[config.mk]
export PLATFORM = sky130hd
export DESIGN_NAME = two_wire_jtag_phase_master_unit_flat
export DESIGN_NICKNAME = d
export VERILOG_FILES = /design/src/sv/jtpm_pkg.sv /design/src/sv/jtpm_if.sv /design/src/sv/two_wire_jtag_phase_master_unit.sv /design/src/flat_wrapper.sv
export SDC_FILE = /design/constraint.sdc
export NUM_CORES = 1
export LEC_CHECK = 0
export BUFFER_PORTS_ARGS = -buffer_cell sky130_fd_sc_hd__buf_2
export CAP_MARGIN = 20
export CORE_MARGIN = 2
export CORE_UTILIZATION = 55
export CTS_BUF_LIST = sky130_fd_sc_hd__clkbuf_8
export DETAILED_ROUTE_END_ITERATION = 8
export GPL_TIMING_DRIVEN = 1
export PLACE_DENSITY = 0.8
export SYNTH_ARGS = -nofsm -noshare
export SYNTH_HDL_FRONTEND = slang
export SYNTH_SLANG_ARGS = --single-unit
export TNS_END_PERCENT = 50
[constraint.sdc]
create_clock -name clk -period 3.55 [get_ports clk]
set_input_delay 0.355 -clock clk [delete_from_list [all_inputs] [get_ports clk]]
set_output_delay 0.355 -clock clk [all_outputs]
set_load 0.1 [all_outputs]
[src/sv/jtpm_pkg.sv]
// jtpm_pkg: shared types and constants for the two-wire JTAG phase master.
// No dependencies; used by the interfaces and the top level.
`default_nettype none

package jtpm_pkg;

  // Sequence kind; the start opcodes use the same encoding.
  typedef enum logic [1:0] {
    KIND_IDLE  = 2'd0,
    KIND_XFER  = 2'd1,
    KIND_ENTRY = 2'd2,
    KIND_LEAVE = 2'd3
  } kind_t;

  localparam int unsigned TRANSFER_BITS = 8;
  // Clamp for the bit count; bit_count is four bits wide.
  localparam int unsigned XFER_LIMIT    = (TRANSFER_BITS > 15) ? 15 : TRANSFER_BITS;
  localparam logic [31:0] KEY_RESET     = 32'h4D43_4850;
  localparam int unsigned KEY_BITS      = 32;
  localparam int unsigned BYTE_BITS     = 8;

  // Transfer phases within one bit.
  localparam logic [3:0] PH_TDI     = 4'd0;
  localparam logic [3:0] PH_TDI_LO  = 4'd1;
  localparam logic [3:0] PH_TMS     = 4'd2;
  localparam logic [3:0] PH_TMS_LO  = 4'd3;
  localparam logic [3:0] PH_RELEASE = 4'd4;
  localparam logic [3:0] PH_SAMPLE  = 4'd5;

  // Entry phases.
  localparam logic [3:0] PH_EN_START = 4'd0;
  localparam logic [3:0] PH_EN_DATA  = 4'd1;
  localparam logic [3:0] PH_EN_CLOCK = 4'd2;
  localparam logic [3:0] PH_EN_END   = 4'd3;

  // Leave phases.
  localparam logic [3:0] PH_LV_START = 4'd0;
  localparam logic [3:0] PH_LV_END   = 4'd1;

endpackage

`default_nettype wire

[src/sv/jtpm_if.sv]
// jtpm_if: valid/ready channel interfaces for the JTAG phase master.
// Depends on jtpm_pkg for field widths.
`default_nettype none

interface jtpm_in_if;
  logic       valid;
  logic       ready;
  logic [1:0] op;
  logic [7:0] tms_bits;
  logic [7:0] tdi_bits;
  logic [3:0] bit_count;
  logic       data_pin_in;

  modport source (output valid, op, tms_bits, tdi_bits, bit_count, data_pin_in,
                  input ready);
  modport sink   (input valid, op, tms_bits, tdi_bits, bit_count, data_pin_in,
                  output ready);
endinterface

interface jtpm_out_if;
  logic       valid;
  logic       ready;
  logic       clock_out;
  logic       clock_drive;
  logic       data_out;
  logic       data_drive;
  logic       reset_out;
  logic       reset_drive;
  logic       busy_res;
  logic       done_res;
  logic [jtpm_pkg::BYTE_BITS-1:0] rx_bits;
  logic       rejected;

  modport source (output valid, clock_out, clock_drive, data_out, data_drive,
                  reset_out, reset_drive, busy_res, done_res, rx_bits, rejected,
                  input ready);
  modport sink   (input valid, clock_out, clock_drive, data_out, data_drive,
                  reset_out, reset_drive, busy_res, done_res, rx_bits, rejected,
                  output ready);
endinterface

interface jtpm_cfg_if;
  logic        valid;
  logic        ready;
  logic [31:0] data;

  modport source (output valid, data, input ready);
  modport sink   (input valid, data, output ready);
endinterface

`default_nettype wire

[src/sv/two_wire_jtag_phase_master_unit.sv]
// two_wire_jtag_phase_master_unit: tick-driven two-wire JTAG master, top level.
// Depends on jtpm_pkg and the channel interfaces in jtpm_if.sv.
//
//  channel | dir | payload                                          | beat
//  --------+-----+--------------------------------------------------+---------------
//  in_bus  | in  | op, tms_bits, tdi_bits, bit_count, data_pin_in   | one tick
//  out_bus | out | pin levels/drives, busy, done, rx_bits, rejected | one per tick
//  cfg_bus | in  | data = entry_key                                 | register write
//
// One tick per clock sustained while out_bus.ready is high. An input beat lands
// in the input register, then runs through the sequencer logic into the output
// register once the output slot is free. The output register stalls the tick
// logic only while a result is waiting on out_bus.ready; the input register
// keeps taking beats while it can drain. Reset (rst_n low, synchronous) puts
// all pins released and low, sequencer idle, entry_key = 0x4D434850.
`default_nettype none

module two_wire_jtag_phase_master_unit (
  input  wire logic   clk,
  input  wire logic   rst_n,
  jtpm_in_if.sink     in_bus,
  jtpm_out_if.source  out_bus,
  jtpm_cfg_if.sink    cfg_bus
);

  // ---------------- configuration ----------------
  logic [31:0] entry_key_r;

  assign cfg_bus.ready = 1'b1;

  always_ff @(posedge clk) begin
    if (!rst_n) begin
      entry_key_r <= jtpm_pkg::KEY_RESET;
    end else if (cfg_bus.valid) begin
      entry_key_r <= cfg_bus.data;
    end
  end

  // ---------------- input register ----------------
  logic       in_vld_r;
  logic [1:0] in_op_r;
  logic [7:0] in_tms_r;
  logic [7:0] in_tdi_r;
  logic [3:0] in_cnt_r;
  logic       in_pin_r;
  logic       out_vld_r;
  logic       advance;

  // Tick logic fires when an item is held and the output slot is free.
  assign advance      = in_vld_r && (!out_vld_r || out_bus.ready);
  assign in_bus.ready = !in_vld_r || advance;

  always_ff @(posedge clk) begin
    if (!rst_n) begin
      in_vld_r <= 1'b0;
    end else if (in_bus.valid && in_bus.ready) begin
      in_vld_r <= 1'b1;
    end else if (advance) begin
      in_vld_r <= 1'b0;
    end
  end

  always_ff @(posedge clk) begin
    if (in_bus.valid && in_bus.ready) begin
      in_op_r  <= in_bus.op;
      in_tms_r <= in_bus.tms_bits;
      in_tdi_r <= in_bus.tdi_bits;
      in_cnt_r <= in_bus.bit_count;
      in_pin_r <= in_bus.data_pin_in;
    end
  end

  // ---------------- sequencer state ----------------
  jtpm_pkg::kind_t kind_r,  kind_nxt;
  logic [3:0] phase_r,      phase_nxt;
  logic [5:0] bidx_r,       bidx_nxt;
  logic [7:0] tms_sh_r,     tms_sh_nxt;
  logic [7:0] tdi_sh_r,     tdi_sh_nxt;
  logic [3:0] total_r,      total_nxt;
  logic [7:0] rx_sh_r,      rx_sh_nxt;
  logic       prev_tdo_r,   prev_tdo_nxt;
  logic       clk_o_r,      clk_o_nxt;
  logic       clk_d_r,      clk_d_nxt;
  logic       dat_o_r,      dat_o_nxt;
  logic       dat_d_r,      dat_d_nxt;
  logic       rst_o_r,      rst_o_nxt;
  logic       rst_d_r,      rst_d_nxt;

  logic       done_c;
  logic       rej_c;
  logic       fin_c;
  logic [7:0] rx_c;
  logic [3:0] cnt_clamped;
  logic [5:0] bidx_inc;
  logic [5:0] nb;

  localparam logic [3:0] LIMIT = 4'(jtpm_pkg::XFER_LIMIT);

  assign cnt_clamped = (in_cnt_r > LIMIT) ? LIMIT : in_cnt_r;
  assign nb          = bidx_r + 6'd1;

  always_comb begin
    kind_nxt     = kind_r;
    phase_nxt    = phase_r;
    bidx_nxt     = bidx_r;
    tms_sh_nxt   = tms_sh_r;
    tdi_sh_nxt   = tdi_sh_r;
    total_nxt    = total_r;
    rx_sh_nxt    = rx_sh_r;
    prev_tdo_nxt = prev_tdo_r;
    clk_o_nxt    = clk_o_r;
    clk_d_nxt    = clk_d_r;
    dat_o_nxt    = dat_o_r;
    dat_d_nxt    = dat_d_r;
    rst_o_nxt    = rst_o_r;
    rst_d_nxt    = rst_d_r;
    done_c       = 1'b0;
    rej_c        = 1'b0;
    fin_c        = 1'b0;
    rx_c         = '0;
    bidx_inc     = '0;

    // Start handling. A start while busy is dropped and flagged.
    if (kind_r != jtpm_pkg::KIND_IDLE) begin
      rej_c = (in_op_r != 2'(jtpm_pkg::KIND_IDLE));
    end else if (in_op_r != 2'(jtpm_pkg::KIND_IDLE)) begin
      kind_nxt  = jtpm_pkg::kind_t'(in_op_r);
      phase_nxt = '0;
      bidx_nxt  = '0;
      if (in_op_r == 2'(jtpm_pkg::KIND_XFER)) begin
        total_nxt  = cnt_clamped;
        tms_sh_nxt = in_tms_r;
        tdi_sh_nxt = in_tdi_r;
        rx_sh_nxt  = {7'd0, prev_tdo_r};
        // Zero-bit transfer completes on the start tick with no pin action.
        if (cnt_clamped == 4'd0) begin
          rx_sh_nxt = '0;
          kind_nxt  = jtpm_pkg::KIND_IDLE;
          done_c    = 1'b1;
        end
      end
    end

    // One action of the running (or just started) sequence.
    case (kind_nxt)
      jtpm_pkg::KIND_XFER: begin
        case (phase_nxt)
          jtpm_pkg::PH_TDI: begin
            clk_o_nxt = 1'b1;
            dat_o_nxt = tdi_sh_nxt[0];
            dat_d_nxt = 1'b1;
          end
          jtpm_pkg::PH_TDI_LO: begin
            clk_o_nxt  = 1'b0;
            tdi_sh_nxt = tdi_sh_nxt >> 1;
          end
          jtpm_pkg::PH_TMS: begin
            clk_o_nxt = 1'b1;
            dat_o_nxt = tms_sh_nxt[0];
          end
          jtpm_pkg::PH_TMS_LO: begin
            clk_o_nxt  = 1'b0;
            tms_sh_nxt = tms_sh_nxt >> 1;
          end
          jtpm_pkg::PH_RELEASE: begin
            clk_o_nxt = 1'b0;
            dat_d_nxt = 1'b0;
          end
          jtpm_pkg::PH_SAMPLE: begin
            clk_o_nxt = 1'b1;
            // This state never runs on the start tick, so bidx_r is current.
            if (nb < {2'd0, total_nxt}) begin
              if (nb < 6'd8) begin
                rx_sh_nxt[nb[2:0]] = rx_sh_nxt[nb[2:0]] | in_pin_r;
              end
            end else begin
              prev_tdo_nxt = in_pin_r;
            end
          end
          default: begin
            clk_o_nxt = 1'b0;
            bidx_inc  = bidx_nxt + 6'd1;
            bidx_nxt  = bidx_inc;
            fin_c     = (bidx_inc >= {2'd0, total_nxt});
            rx_c      = fin_c ? rx_sh_nxt : 8'd0;
          end
        endcase
        // phase 6 wraps to 0; others step
        if (phase_nxt > jtpm_pkg::PH_SAMPLE) begin
          phase_nxt = '0;
        end else begin
          phase_nxt = phase_nxt + 4'd1;
        end
      end
      jtpm_pkg::KIND_ENTRY: begin
        case (phase_nxt)
          jtpm_pkg::PH_EN_START: begin
            clk_o_nxt = 1'b0;
            clk_d_nxt = 1'b1;
            dat_o_nxt = 1'b0;
            dat_d_nxt = 1'b1;
            rst_o_nxt = 1'b1;
            rst_d_nxt = 1'b1;
            phase_nxt = jtpm_pkg::PH_EN_DATA;
          end
          jtpm_pkg::PH_EN_DATA: begin
            rst_o_nxt = 1'b0;
            clk_o_nxt = 1'b0;
            // MSB first: bit 31 - index
            dat_o_nxt = entry_key_r[~bidx_nxt[4:0]];
            phase_nxt = jtpm_pkg::PH_EN_CLOCK;
          end
          jtpm_pkg::PH_EN_CLOCK: begin
            clk_o_nxt = 1'b1;
            bidx_inc  = bidx_nxt + 6'd1;
            bidx_nxt  = bidx_inc;
            phase_nxt = (bidx_inc >= 6'(jtpm_pkg::KEY_BITS)) ? jtpm_pkg::PH_EN_END
                                                            : jtpm_pkg::PH_EN_DATA;
          end
          default: begin
            clk_o_nxt = 1'b0;
            dat_o_nxt = 1'b0;
            rst_o_nxt = 1'b1;
            fin_c     = 1'b1;
          end
        endcase
      end
      jtpm_pkg::KIND_LEAVE: begin
        if (phase_nxt == jtpm_pkg::PH_LV_START) begin
          rst_o_nxt = 1'b0;
          rst_d_nxt = 1'b1;
          phase_nxt = jtpm_pkg::PH_LV_END;
        end else begin
          clk_d_nxt = 1'b0;
          dat_d_nxt = 1'b0;
          rst_o_nxt = 1'b1;
          rst_d_nxt = 1'b0;
          fin_c     = 1'b1;
        end
      end
      default: ;
    endcase

    if (fin_c) begin
      kind_nxt  = jtpm_pkg::KIND_IDLE;
      phase_nxt = '0;
      bidx_nxt  = '0;
      done_c    = 1'b1;
    end
  end

  always_ff @(posedge clk) begin
    if (!rst_n) begin
      kind_r     <= jtpm_pkg::KIND_IDLE;
      phase_r    <= '0;
      bidx_r     <= '0;
      tms_sh_r   <= '0;
      tdi_sh_r   <= '0;
      total_r    <= '0;
      rx_sh_r    <= '0;
      prev_tdo_r <= 1'b0;
      clk_o_r    <= 1'b0;
      clk_d_r    <= 1'b0;
      dat_o_r    <= 1'b0;
      dat_d_r    <= 1'b0;
      rst_o_r    <= 1'b0;
      rst_d_r    <= 1'b0;
    end else if (advance) begin
      kind_r     <= kind_nxt;
      phase_r    <= phase_nxt;
      bidx_r     <= bidx_nxt;
      tms_sh_r   <= tms_sh_nxt;
      tdi_sh_r   <= tdi_sh_nxt;
      total_r    <= total_nxt;
      rx_sh_r    <= rx_sh_nxt;
      prev_tdo_r <= prev_tdo_nxt;
      clk_o_r    <= clk_o_nxt;
      clk_d_r    <= clk_d_nxt;
      dat_o_r    <= dat_o_nxt;
      dat_d_r    <= dat_d_nxt;
      rst_o_r    <= rst_o_nxt;
      rst_d_r    <= rst_d_nxt;
    end
  end

  // ---------------- output register ----------------
  logic       o_clk_o_r, o_clk_d_r, o_dat_o_r, o_dat_d_r, o_rst_o_r, o_rst_d_r;
  logic       o_busy_r, o_done_r, o_rej_r;
  logic [7:0] o_rx_r;

  always_ff @(posedge clk) begin
    if (!rst_n) begin
      out_vld_r <= 1'b0;
    end else if (advance) begin
      out_vld_r <= 1'b1;
    end else if (out_bus.ready) begin
      out_vld_r <= 1'b0;
    end
  end

  always_ff @(posedge clk) begin
    if (advance) begin
      o_clk_o_r <= clk_o_nxt;
      o_clk_d_r <= clk_d_nxt;
      o_dat_o_r <= dat_o_nxt;
      o_dat_d_r <= dat_d_nxt;
      o_rst_o_r <= rst_o_nxt;
      o_rst_d_r <= rst_d_nxt;
      o_busy_r  <= (kind_nxt != jtpm_pkg::KIND_IDLE);
      o_done_r  <= done_c;
      o_rx_r    <= rx_c;
      o_rej_r   <= rej_c;
    end
  end

  assign out_bus.valid       = out_vld_r;
  assign out_bus.clock_out   = o_clk_o_r;
  assign out_bus.clock_drive = o_clk_d_r;
  assign out_bus.data_out    = o_dat_o_r;
  assign out_bus.data_drive  = o_dat_d_r;
  assign out_bus.reset_out   = o_rst_o_r;
  assign out_bus.reset_drive = o_rst_d_r;
  assign out_bus.busy_res    = o_busy_r;
  assign out_bus.done_res    = o_done_r;
  assign out_bus.rx_bits     = o_rx_r;
  assign out_bus.rejected    = o_rej_r;

endmodule

`default_nettype wire

[src/flat_wrapper.sv]
// flat-port wrapper written by rule: the top's interface ports become plain ports
module two_wire_jtag_phase_master_unit_flat 
  (clk, rst_n, in_bus_valid, in_bus_op, in_bus_tms_bits, in_bus_tdi_bits, in_bus_bit_count, in_bus_data_pin_in, in_bus_ready, out_bus_valid, out_bus_clock_out, out_bus_clock_drive, out_bus_data_out, out_bus_data_drive, out_bus_reset_out, out_bus_reset_drive, out_bus_busy_res, out_bus_done_res, out_bus_rx_bits, out_bus_rejected, out_bus_ready, cfg_bus_valid, cfg_bus_data, cfg_bus_ready);
  jtpm_in_if in_bus_i ();
  jtpm_out_if out_bus_i ();
  jtpm_cfg_if cfg_bus_i ();
  input  wire logic clk;
  input  wire logic rst_n;
  input wire logic [$bits(in_bus_i.valid)-1:0] in_bus_valid;
  input wire logic [$bits(in_bus_i.op)-1:0] in_bus_op;
  input wire logic [$bits(in_bus_i.tms_bits)-1:0] in_bus_tms_bits;
  input wire logic [$bits(in_bus_i.tdi_bits)-1:0] in_bus_tdi_bits;
  input wire logic [$bits(in_bus_i.bit_count)-1:0] in_bus_bit_count;
  input wire logic [$bits(in_bus_i.data_pin_in)-1:0] in_bus_data_pin_in;
  output wire logic [$bits(in_bus_i.ready)-1:0] in_bus_ready;
  output wire logic [$bits(out_bus_i.valid)-1:0] out_bus_valid;
  output wire logic [$bits(out_bus_i.clock_out)-1:0] out_bus_clock_out;
  output wire logic [$bits(out_bus_i.clock_drive)-1:0] out_bus_clock_drive;
  output wire logic [$bits(out_bus_i.data_out)-1:0] out_bus_data_out;
  output wire logic [$bits(out_bus_i.data_drive)-1:0] out_bus_data_drive;
  output wire logic [$bits(out_bus_i.reset_out)-1:0] out_bus_reset_out;
  output wire logic [$bits(out_bus_i.reset_drive)-1:0] out_bus_reset_drive;
  output wire logic [$bits(out_bus_i.busy_res)-1:0] out_bus_busy_res;
  output wire logic [$bits(out_bus_i.done_res)-1:0] out_bus_done_res;
  output wire logic [$bits(out_bus_i.rx_bits)-1:0] out_bus_rx_bits;
  output wire logic [$bits(out_bus_i.rejected)-1:0] out_bus_rejected;
  input wire logic [$bits(out_bus_i.ready)-1:0] out_bus_ready;
  input wire logic [$bits(cfg_bus_i.valid)-1:0] cfg_bus_valid;
  input wire logic [$bits(cfg_bus_i.data)-1:0] cfg_bus_data;
  output wire logic [$bits(cfg_bus_i.ready)-1:0] cfg_bus_ready;
  assign in_bus_i.valid = in_bus_valid;
  assign in_bus_i.op = in_bus_op;
  assign in_bus_i.tms_bits = in_bus_tms_bits;
  assign in_bus_i.tdi_bits = in_bus_tdi_bits;
  assign in_bus_i.bit_count = in_bus_bit_count;
  assign in_bus_i.data_pin_in = in_bus_data_pin_in;
  assign in_bus_ready = in_bus_i.ready;
  assign out_bus_valid = out_bus_i.valid;
  assign out_bus_clock_out = out_bus_i.clock_out;
  assign out_bus_clock_drive = out_bus_i.clock_drive;
  assign out_bus_data_out = out_bus_i.data_out;
  assign out_bus_data_drive = out_bus_i.data_drive;
  assign out_bus_reset_out = out_bus_i.reset_out;
  assign out_bus_reset_drive = out_bus_i.reset_drive;
  assign out_bus_busy_res = out_bus_i.busy_res;
  assign out_bus_done_res = out_bus_i.done_res;
  assign out_bus_rx_bits = out_bus_i.rx_bits;
  assign out_bus_rejected = out_bus_i.rejected;
  assign out_bus_i.ready = out_bus_ready;
  assign cfg_bus_i.valid = cfg_bus_valid;
  assign cfg_bus_i.data = cfg_bus_data;
  assign cfg_bus_ready = cfg_bus_i.ready;
  two_wire_jtag_phase_master_unit u_core (.clk(clk), .rst_n(rst_n), .in_bus(in_bus_i), .out_bus(out_bus_i), .cfg_bus(cfg_bus_i));
endmodule
==> metrics.yaml, run 1 <==
outcome:
  status: "finished clean"
clock_tree:
  clkLatencyLatePin_ps: 450
  clock-sinks: 121
  clk_pin_slew_worst_paths_ps: 70
  cts_buffers: 17
  root_buffer: "clkbuf_8"
  post_cts_buffers: 0
  clk_path_buf_depth: 2
  cts_tree: "yes"
  htree_levels: 4
floorplanning:
  ios: 80
  core-area_mm2: 0.0114
  die_area_mm2: 0.0125
  fp.dieW_um: 112
  dieHeight_um: 112
  start_util: 0.564
  fp-row-count: 39
setup_path:
  end_kind: "flop"
  crit_buf_inv: 0
  cp_top_family: "simple AND/OR/NAND/NOR gates"
  r2r-start: "u_core.in_op_r[1]"
  ff2ff_path_depth: 11
  worstPathArrival_ps: 3720
  path_class: "reg -> reg"
  slowest_stage: "or4b_1"
  r2r_end: "u_core.rx_sh_r[6]"
  crit_chain: "or4b_1 > nor3b_1 > a21oi_1 > ha_1 > a21o_1 > a2bb2oi_1 > o211ai_1 > or2_1 > nor3_2 > nand3_1 > mux2i_1"
  critPathMaxStageDelay_ps: 630
  startpoint: "u_core.in_op_r[1]"
  cp_max_fo: 6
  r2r_setup_slack_ps: 170
  crit_path_start_kind: "flop"
  cp.required_ps: 3890
drt:
  via_per_inst: 5.88
  vias: 5493
  drtIter0Drc: 574
  wire_per_inst_um: 16.2
  finalWirelength_um: 15100
  ant_nets: 0
  firstDrtPassIters: 6
  drc_errors: 0
power:
  power_density_mw_per_mm2: 459
  leakage_nw: 3.08
  vdd_drop_max_mv: 0.375
  power_mw: 3.39
yosys:
  postSynth.asyncResetShare: 0
  synth_cell_types: 71
  ys_seq_elements: 121
  ys_seq_area_frac: 0.441
  synth_flop_cell: "dfxtp_1"
  synth-edff-count: 40
  syn-cell-area_mm2: 0.00641
  synth_nets: 786
  ys_warn_count: 0
  avgSynthCellArea_um2: 9.04
  syn_inst: 709
min_path:
  min_to: "u_core.in_tms_r[6]"
  hp-class: "in -> reg"
  hold_depth: 1
  min-delay-start: "in_bus_tms_bits[6]"
job:
  cap_violations: 0
layout:
  insertedDiodeCount: 0
  syn_to_final_growth_pct: 15.5
  postLayoutCoreUtil: 0.651
  drive_gt1_frac: 0.201
  multi_input_area_mm2: 0.00332
  fillers: 906
  finalNetCount: 855
  regArea_mm2: 0.00282
grt:
  gr-total-overflow: 0
  grt_use_total: 0.248
  antenna_found_initial: 0
  use_met1: 0.331
  grt.busiest_layer: "met2"
  grt_pass1_vias: 5119
  grt_first_pass_wirelength_um: 25000
  globalRouteMet2Util: 0.400
  use_met3: 0.0544
  grt_max_degree: 47
sta:
  post-route-period-util: 0.953
  fin_crit_ps: 3380
  worst_slew_pin_slew_ps: 995
  hold_viol_final: 0
  rsz0062_at_grt: "false"
  tns_ps: 0
  setup_viol: 0
  slew_violations: 0
  fin_skew_ps: 6.93
  fmax_mhz: 295
  relSlewSlack: 0.337
placed_design:
  dpl.hpwl_um: 10700
  io_buffers: 78
  gp_congestion: 0.974
-- placed cells by master (no fill, tap or decap), drive strengths merged, types with 4 or more instances in the layout --
cell,count
inv,24
dfxtp,81
and3,7
nor2,31
a21oi,26
o21ai,36
nor2b,29
or2,5
a21boi,7
clkinvlp,4
a311oi,4
o31ai,5
clkinv,4
nor3,9
o22ai,4
mux2i,42
nand3,61
a211oi,5
nand2,125
mux4,6
a22oi,4
nor3b,5
or3,4
nor4,6
a21o,8
clkbuf,18
xnor2,7
o21a,4
edfxtp,40
buf,99
bufinv,4
ha,17
and2,16
a221oi,4
-- worst register-to-register path, cell delays in order, from the launching register on --
cell and delay [ps]:
edfxtp_1 510, or4b_1 630, nor3b_1 280, a21oi_1 130, ha_1 340, a21o_1 170
a2bb2oi_1 150, o211ai_1 190, or2_1 280, nor3_2 290, nand3_1 160, mux2i_1 140
-- sequential cells by signal (all words and copies together) (netlist names), 2 cells and up --
signal,flops
u_core.tms_sh_r,8
u_core.in_tdi_r,8
u_core.entry_key_r,32
u_core.bidx_r,6
u_core.kind_r,2
u_core.out_bus.rx_bits,8
u_core.phase_r,4
u_core.in_op_r,2
u_core.in_tms_r,8
u_core.in_cnt_r,4
u_core.total_r,4
u_core.rx_sh_r,8
u_core.tdi_sh_r,8
-- worst max path at each step --
stage | end | cells past startpoint
2_1_floorplan | u_core.bidx_r[2] | 14
3_3_place_gp | u_core.bidx_r[2] | 12
3_5_place_dp | u_core.bidx_r[2] | 12
4_1_cts | u_core.bidx_r[2] | 12
5_1_grt | u_core.rx_sh_r[6] | 11
6_report | u_core.rx_sh_r[6] | 11
-- kinds of logic after synthesis --
kind of cell             synth area share
AO/OA/AOI/OAI                       0.145
XOR/XNOR                           0.0109
adder cells (fa/ha/maj)            0.0332
buffers and inverters              0.0447
flip-flops                          0.441
multiplexers                       0.0926
other                            0.000585
AND/OR/NAND/NOR                     0.232
-- area by class of cell --
type,instances,share of cell area
clock buffers,18,0.0335
clock inverters,14,0.0264
inverters,22,0.0112
multi-input cells,517,0.449
flip-flops and latches,121,0.382
well taps,143,0.0242
repair buffers,99,0.0741
-- cells in the mapped netlist (4+ instances only) --
| cell | n | area share |
|---|---|---|
| or3_1 | 4 | 0.0039 |
| a21o_1 | 8 | 0.0094 |
| a211oi_1 | 5 | 0.0059 |
| buf_1 | 8 | 0.0047 |
| o21a_1 | 4 | 0.0047 |
| inv_1 | 22 | 0.013 |
| o31ai_1 | 5 | 0.0059 |
| nand2_1 | 125 | 0.073 |
| nor2b_1 | 29 | 0.028 |
| nor4_1 | 5 | 0.0049 |
| clkbuf_1 | 31 | 0.018 |
| a22oi_1 | 4 | 0.0047 |
| nor3_1 | 8 | 0.0062 |
| dfxtp_1 | 81 | 0.25 |
| ha_1 | 17 | 0.033 |
| mux2i_1 | 42 | 0.066 |
| nand3_1 | 61 | 0.048 |
| and2_1 | 16 | 0.016 |
| o21ai_0 | 34 | 0.027 |
| nor3b_1 | 5 | 0.0059 |
| edfxtp_1 | 40 | 0.19 |
| a221oi_1 | 4 | 0.0055 |
| mux4_2 | 6 | 0.021 |
| a311oi_1 | 4 | 0.0055 |
| nor2_1 | 30 | 0.018 |
| a21boi_0 | 4 | 0.0047 |
| and3_1 | 7 | 0.0068 |
| buf_2 | 7 | 0.0055 |
| xnor2_1 | 7 | 0.0096 |
| a21oi_1 | 26 | 0.020 |
-- per-layer routing --
layer | routed length (um) | up-vias
met5 | 0 | -
met1 | 6620 | 2601
met2 | 7170 | 208
li1 | - | 2646
met4 | 336 | 0
met3 | 966 | 38
-- stage by stage --
step	instance area, um2	instances	setup slack, ps	hold WS, ps
4_1_cts	7370	934	89.3	54.2
2_1_floorplan	6410	709	261	436
6_report	7400	934	165	73.1
3_5_place_dp	6930	902	121	459
5_1_grt	7400	934	29.9	56.4
3_3_place_gp	6930	902	225	449
-- repair_timing --
action / 4_1_cts / 5_1_grt
resized for setup: 0 / 5
setup endpoints to repair: 0 / 10
hold buffers: 0 / 0
-- where the power goes --
group / internal [mW] / switching (mW)
combinational: 0.170 / 0.318
clock: 0.786 / 0.582
sequential: 1.50 / 0.0378
total: 2.46 / 0.938
Power figures use the tool's default switching activity.
==> inputs of run 2 (changes only) <==
Settings changed: MAX_ROUTING_LAYER set to met4.
==> run 2 against run 1 <==
Utilization increased by 0.72 points. Critical path type unchanged. Die area unchanged. Highest routed layer unchanged. Sequential power about the same. Non-clock buffer count increased by 2. Power increased by 5.9%.
==> metrics.yaml, run 2 (same netlist as run 1, synthesis figures left out) <==
layout:
  drive_gt1_frac: 0.201
  largest_reg_flops: 32
  syn_to_final_growth_pct: 16.7
  finalNetCount: 857
  final_area_mm2: 0.00748
  postLayoutCoreUtil: 0.658
  largest-register: "u_core.entry_key_r"
  final_common_cell: "nand2_1"
  mostFrequentLayoutCells: "124 x nand2_1, 81 x dfxtp_1, 78 x buf_2"
  insertedDiodeCount: 0
clock_tree:
  root_buffer: "clkbuf_8"
  cts_tree: "yes"
  clk_path_buf_depth: 2
  post_cts_resized: 0
  clock-sinks: 121
  post_cts_buffers: 0
  clkLatencyLatePin_ps: 460
  cts_hold_buf: 0
  cts_buffers: 17
  htree_levels: 4
  clk_pin_slew_worst_paths_ps: 70
setup_path:
  crit_path_start_kind: "flop"
  path_class: "reg -> reg"
  cp_max_fo: 6
  r2r_setup_slack_ps: 260
  worstPathArrival_ps: 3630
  cp.required_ps: 3890
  r2r_end: "u_core.rx_sh_r[6]"
  end_kind: "flop"
  ff2ff_path_depth: 11
  r2r-start: "u_core.in_op_r[1]"
  slowest_stage: "or4b_1"
  critPathMaxStageDelay_ps: 630
  crit_chain: "or4b_1 > nor3b_1 > a21oi_1 > ha_1 > a21o_1 > a2bb2oi_1 > o211ai_1 > or2_1 > nor3_4 > nand3_1 > mux2i_1"
drt:
  via_per_inst: 5.85
  ant_nets: 0
  finalWirelength_um: 15400
  vias: 5477
  drtIter0Drc: 517
  drc_errors: 0
  wire_per_inst_um: 16.4
  firstDrtPassIters: 5
grt:
  gr-total-overflow: 0
  grt_use_total: 0.263
  grt_first_pass_wirelength_um: 25600
  grt_pass1_vias: 5211
  grt_max_degree: 75
  antenna_found_initial: 0
power:
  power_mw: 3.59
  leakage_nw: 3.13
  power_density_mw_per_mm2: 481
  vdd_drop_max_mv: 0.511
floorplanning:
  ios: 80
  die_area_mm2: 0.0125
  dieHeight_um: 112
  fp-row-count: 39
  start_util: 0.564
  fp.dieW_um: 112
  core-area_mm2: 0.0114
sta:
  fmax_mhz: 304
  fin_crit_ps: 3290
  slew_violations: 0
  post-route-period-util: 0.927
  timing.hold.ws_ps: 73.0
  worst_slew_pin_slew_ps: 985
  fin_skew_ps: 9.65
  hold_viol_final: 0
  rsz0062_at_grt: "false"
  relSlewSlack: 0.343
  tns_ps: 0
  setup_viol: 0
placed_design:
  io_buffers: 78
  dpl-instance-area_mm2: 0.00695
  dpl.hpwl_um: 10800
  gp_congestion: 0.955
job:
  cap_violations: 0
outcome:
  status: "finished clean"
min_path:
  hp-class: "in -> reg"
  min-delay-start: "in_bus_bit_count[3]"
  min_to: "u_core.in_cnt_r[3]"
  hold_depth: 1
-- run 2: changes by cell type in the layout (fill, tap and decap cells not counted), moves of 2 or more --
cell and delta:
buf_4 +2, clkinvlp_4 -3, bufinv_16 +3, inv_6 -2
-- run 2: how the worst max path moves through the flow --
stage                       from                end  slack [ps]  depth (start not counted)
3_5_place_dp   u_core.in_op_r[1]   u_core.bidx_r[3]         120                         12
5_1_grt        u_core.in_op_r[1]  u_core.rx_sh_r[6]          40                         11
3_3_place_gp   u_core.in_op_r[1]   u_core.bidx_r[2]         240                         12
2_1_floorplan  u_core.in_op_r[1]   u_core.bidx_r[2]         260                         14
6_report       u_core.in_op_r[1]  u_core.rx_sh_r[6]         260                         11
4_1_cts        u_core.in_op_r[1]   u_core.bidx_r[2]          90                         12
-- run 2: area by class of cell --
cell class	count	area, um2
clock inverter	13	248
sequential	121	2820
timing repair buffer	101	563
fill	903	3890
multi-input combinational	517	3320
tap	143	179
clock buffer	19	262
inverter	22	82.6
-- run 2: stage by stage --
step,setup WS [ps],std cells
detailed placement,122,904
global route,42.2,936
finish,259,936
floorplan,261,709
CTS,92.9,936
global placement,236,904
-- run 2: layer usage --
| metal | up-vias | routed length (um) | track usage |
|---|---|---|---|
| met2 | 211 | 7290 | 0.414 |
| met3 | 33 | 974 | 0.0702 |
| met4 | 0 | 375 | 0.104 |
| li1 | 2664 | - | - |
| met1 | 2569 | 6760 | 0.325 |
| met5 | - | 0 | - |
-- run 2: power breakdown --
part	switching, mW	total [mW]	leakage, nW	internal [mW]
clock network	0.553	1.56	0.255	1.01
logic	0.322	0.493	1.83	0.171
registers	0.0377	1.54	1.05	1.50
total	0.912	3.59	3.13	2.68
-- run 2: critical path, delay by kind of cell (launching register included) --
family | cells | cell delay (ps)
adder cells (fa/ha/maj) | 1 | 330
AO/OA/AOI/OAI | 4 | 620
multiplexers | 1 | 140
flip-flops | 1 | 500
AND/OR/NAND/NOR | 5 | 1580
==> inputs of run 3 (changes only) <==
Settings changed: CORE_MARGIN 2 to 1.
==> run 3 against run 2 <==
Critical path depth unchanged. Global-route usage rose by 2.7 points. Die area shrank 3.5%. Sequential cell count unchanged. Fmax is 1.9% lower. Largest cell class unchanged. Largest power group is now registers.
==> metrics.yaml, run 3 (same netlist as run 1, synthesis figures left out) <==
clock_tree:
  clkLatencyLatePin_ps: 470
  root_buffer: "clkbuf_8"
  clk_path_buf_depth: 2
  cts_buffers: 17
  htree_levels: 4
  clk_pin_slew_worst_paths_ps: 80
  clock-sinks: 121
  cts_hold_buf: 0
  cts_tree: "yes"
floorplanning:
  ios: 80
  fp.dieW_um: 110
  dieHeight_um: 110
  start_util: 0.564
  die_area_mm2: 0.0121
  core-area_mm2: 0.0114
  fp-row-count: 39
setup_path:
  worstPathArrival_ps: 3630
  slowest_stage: "a2111oi_0"
  end_kind: "flop"
  critPathMaxStageDelay_ps: 700
  path_class: "reg -> reg"
  crit_path_start_kind: "flop"
  cp_max_fo: 9
  crit_chain: "or2_2 > nand2_2 > nand2_1 > inv_1 > ha_1 > and2_1 > nand2_1 > a2111oi_0 > buf_4 > nor3_1 > a21oi_1"
  cp.required_ps: 3820
  crit_top_cell: "nand2_1"
sta:
  setup_ws_ps: 197
  setup_viol: 0
  hold_viol_final: 0
  worst_slew_pin_slew_ps: 996
  timing.hold.ws_ps: 57.2
  fin_skew_ps: 17.2
  slew_violations: 0
  fin_crit_ps: 3350
  post-route-period-util: 0.945
  rsz0062_at_grt: "false"
  tns_ps: 0
  fmax_mhz: 298
  relSlewSlack: 0.336
placed_design:
  dpl.hpwl_um: 11200
  pre_cts_slack_ps: 196
  gp_congestion: 0.918
  dpl-instance-area_mm2: 0.00695
  io_buffers: 78
layout:
  fillers: 971
  mostFrequentLayoutCells: "124 x nand2_1, 81 x dfxtp_1, 78 x buf_2"
  multi_input_area_mm2: 0.00331
  largest-register: "u_core.entry_key_r"
  drive_gt1_frac: 0.198
  largest_reg_flops: 32
  final_common_cell: "nand2_1"
  insertedDiodeCount: 0
  syn_to_final_growth_pct: 15.0
  finalNetCount: 858
  regArea_mm2: 0.00282
  final_area_mm2: 0.00737
power:
  leakage_nw: 3.10
  vdd_drop_max_mv: 0.313
  power_density_mw_per_mm2: 442
drt:
  drtIter0Drc: 439
  drc_errors: 0
  vias: 5524
  ant_nets: 0
  firstDrtPassIters: 5
  via_per_inst: 5.90
  finalWirelength_um: 15700
  wire_per_inst_um: 16.7
grt:
  grt_pass1_vias: 5306
  antenna_found_initial: 0
  gr-total-overflow: 0
  grt_max_degree: 47
  grt_use_total: 0.290
  grt_first_pass_wirelength_um: 25600
min_path:
  hp-class: "in -> reg"
job:
  cap_violations: 0
outcome:
  status: "finished clean"
-- run 3: repair_timing --
item                                    4_1_cts  5_1_grt
gates resized for setup                       0        3
buffers inserted                              0        0
endpoints found under the setup margin        0        9
-- run 3: critical path, delay by kind of cell, from the launching register on --
kind,cells,cell delay (ps)
AOI/OAI and AO/OA,2,920
adders and majority gates,1,300
buffers and inverters,2,340
DFF,1,460
and+or+nand+nor,6,1150
-- run 3: routing by layer --
metal | global-route usage | part of all wire | vias to the layer above
met2 | 0.457 | 0.48 | 220
li1 | - | - | 2662
met4 | 0.131 | 0.022 | 0
met1 | 0.351 | 0.42 | 2614
met3 | 0.0711 | 0.077 | 28
met5 | - | 0 | -
-- run 3: path summary, 6_finish.rpt --
| path | start | endpoint | slack (ps) | depth (start not counted) |
|---|---|---|---|---|
| setup / recovery | u_core.in_op_r[0] | u_core.out_bus.data_out | 200 | 11 |
| setup reg to reg | u_core.in_op_r[0] | u_core.out_bus.data_out | 200 | 11 |
| hold reg to reg | u_core.entry_key_r[17] | u_core.entry_key_r[17] | 470 | 2 |
| hold / removal | in_bus_tms_bits[5] | u_core.in_tms_r[5] | 60 | 1 |
-- run 3: through the flow --
step / instances / total power [mW] / utilization
finish: 937 / 3.25 / 0.648
global placement: 905 / 2.04 / 0.612
CTS: 937 / 3.27 / 0.646
floorplan: 709 / 1.92 / -
detailed placement: 905 / 2.06 / 0.612
global route: 937 / 3.39 / 0.648
-- run 3: area by class of cell --
class | count | area share
Clock buffer | 21 | 0.0392
Clock inverter | 11 | 0.0146
Inverter | 22 | 0.0112
Multi-Input combinational cell | 517 | 0.450
Sequential cell | 121 | 0.383
Tap cell | 143 | 0.0243
Timing Repair Buffer | 102 | 0.0775
-- run 3: report_power, final --
group	leakage (nW)	switching [mW]	internal (mW)	total [mW]
registers	1.05	0.0372	1.50	1.54
clock network	0.217	0.535	0.686	1.22
logic	1.84	0.322	0.171	0.493
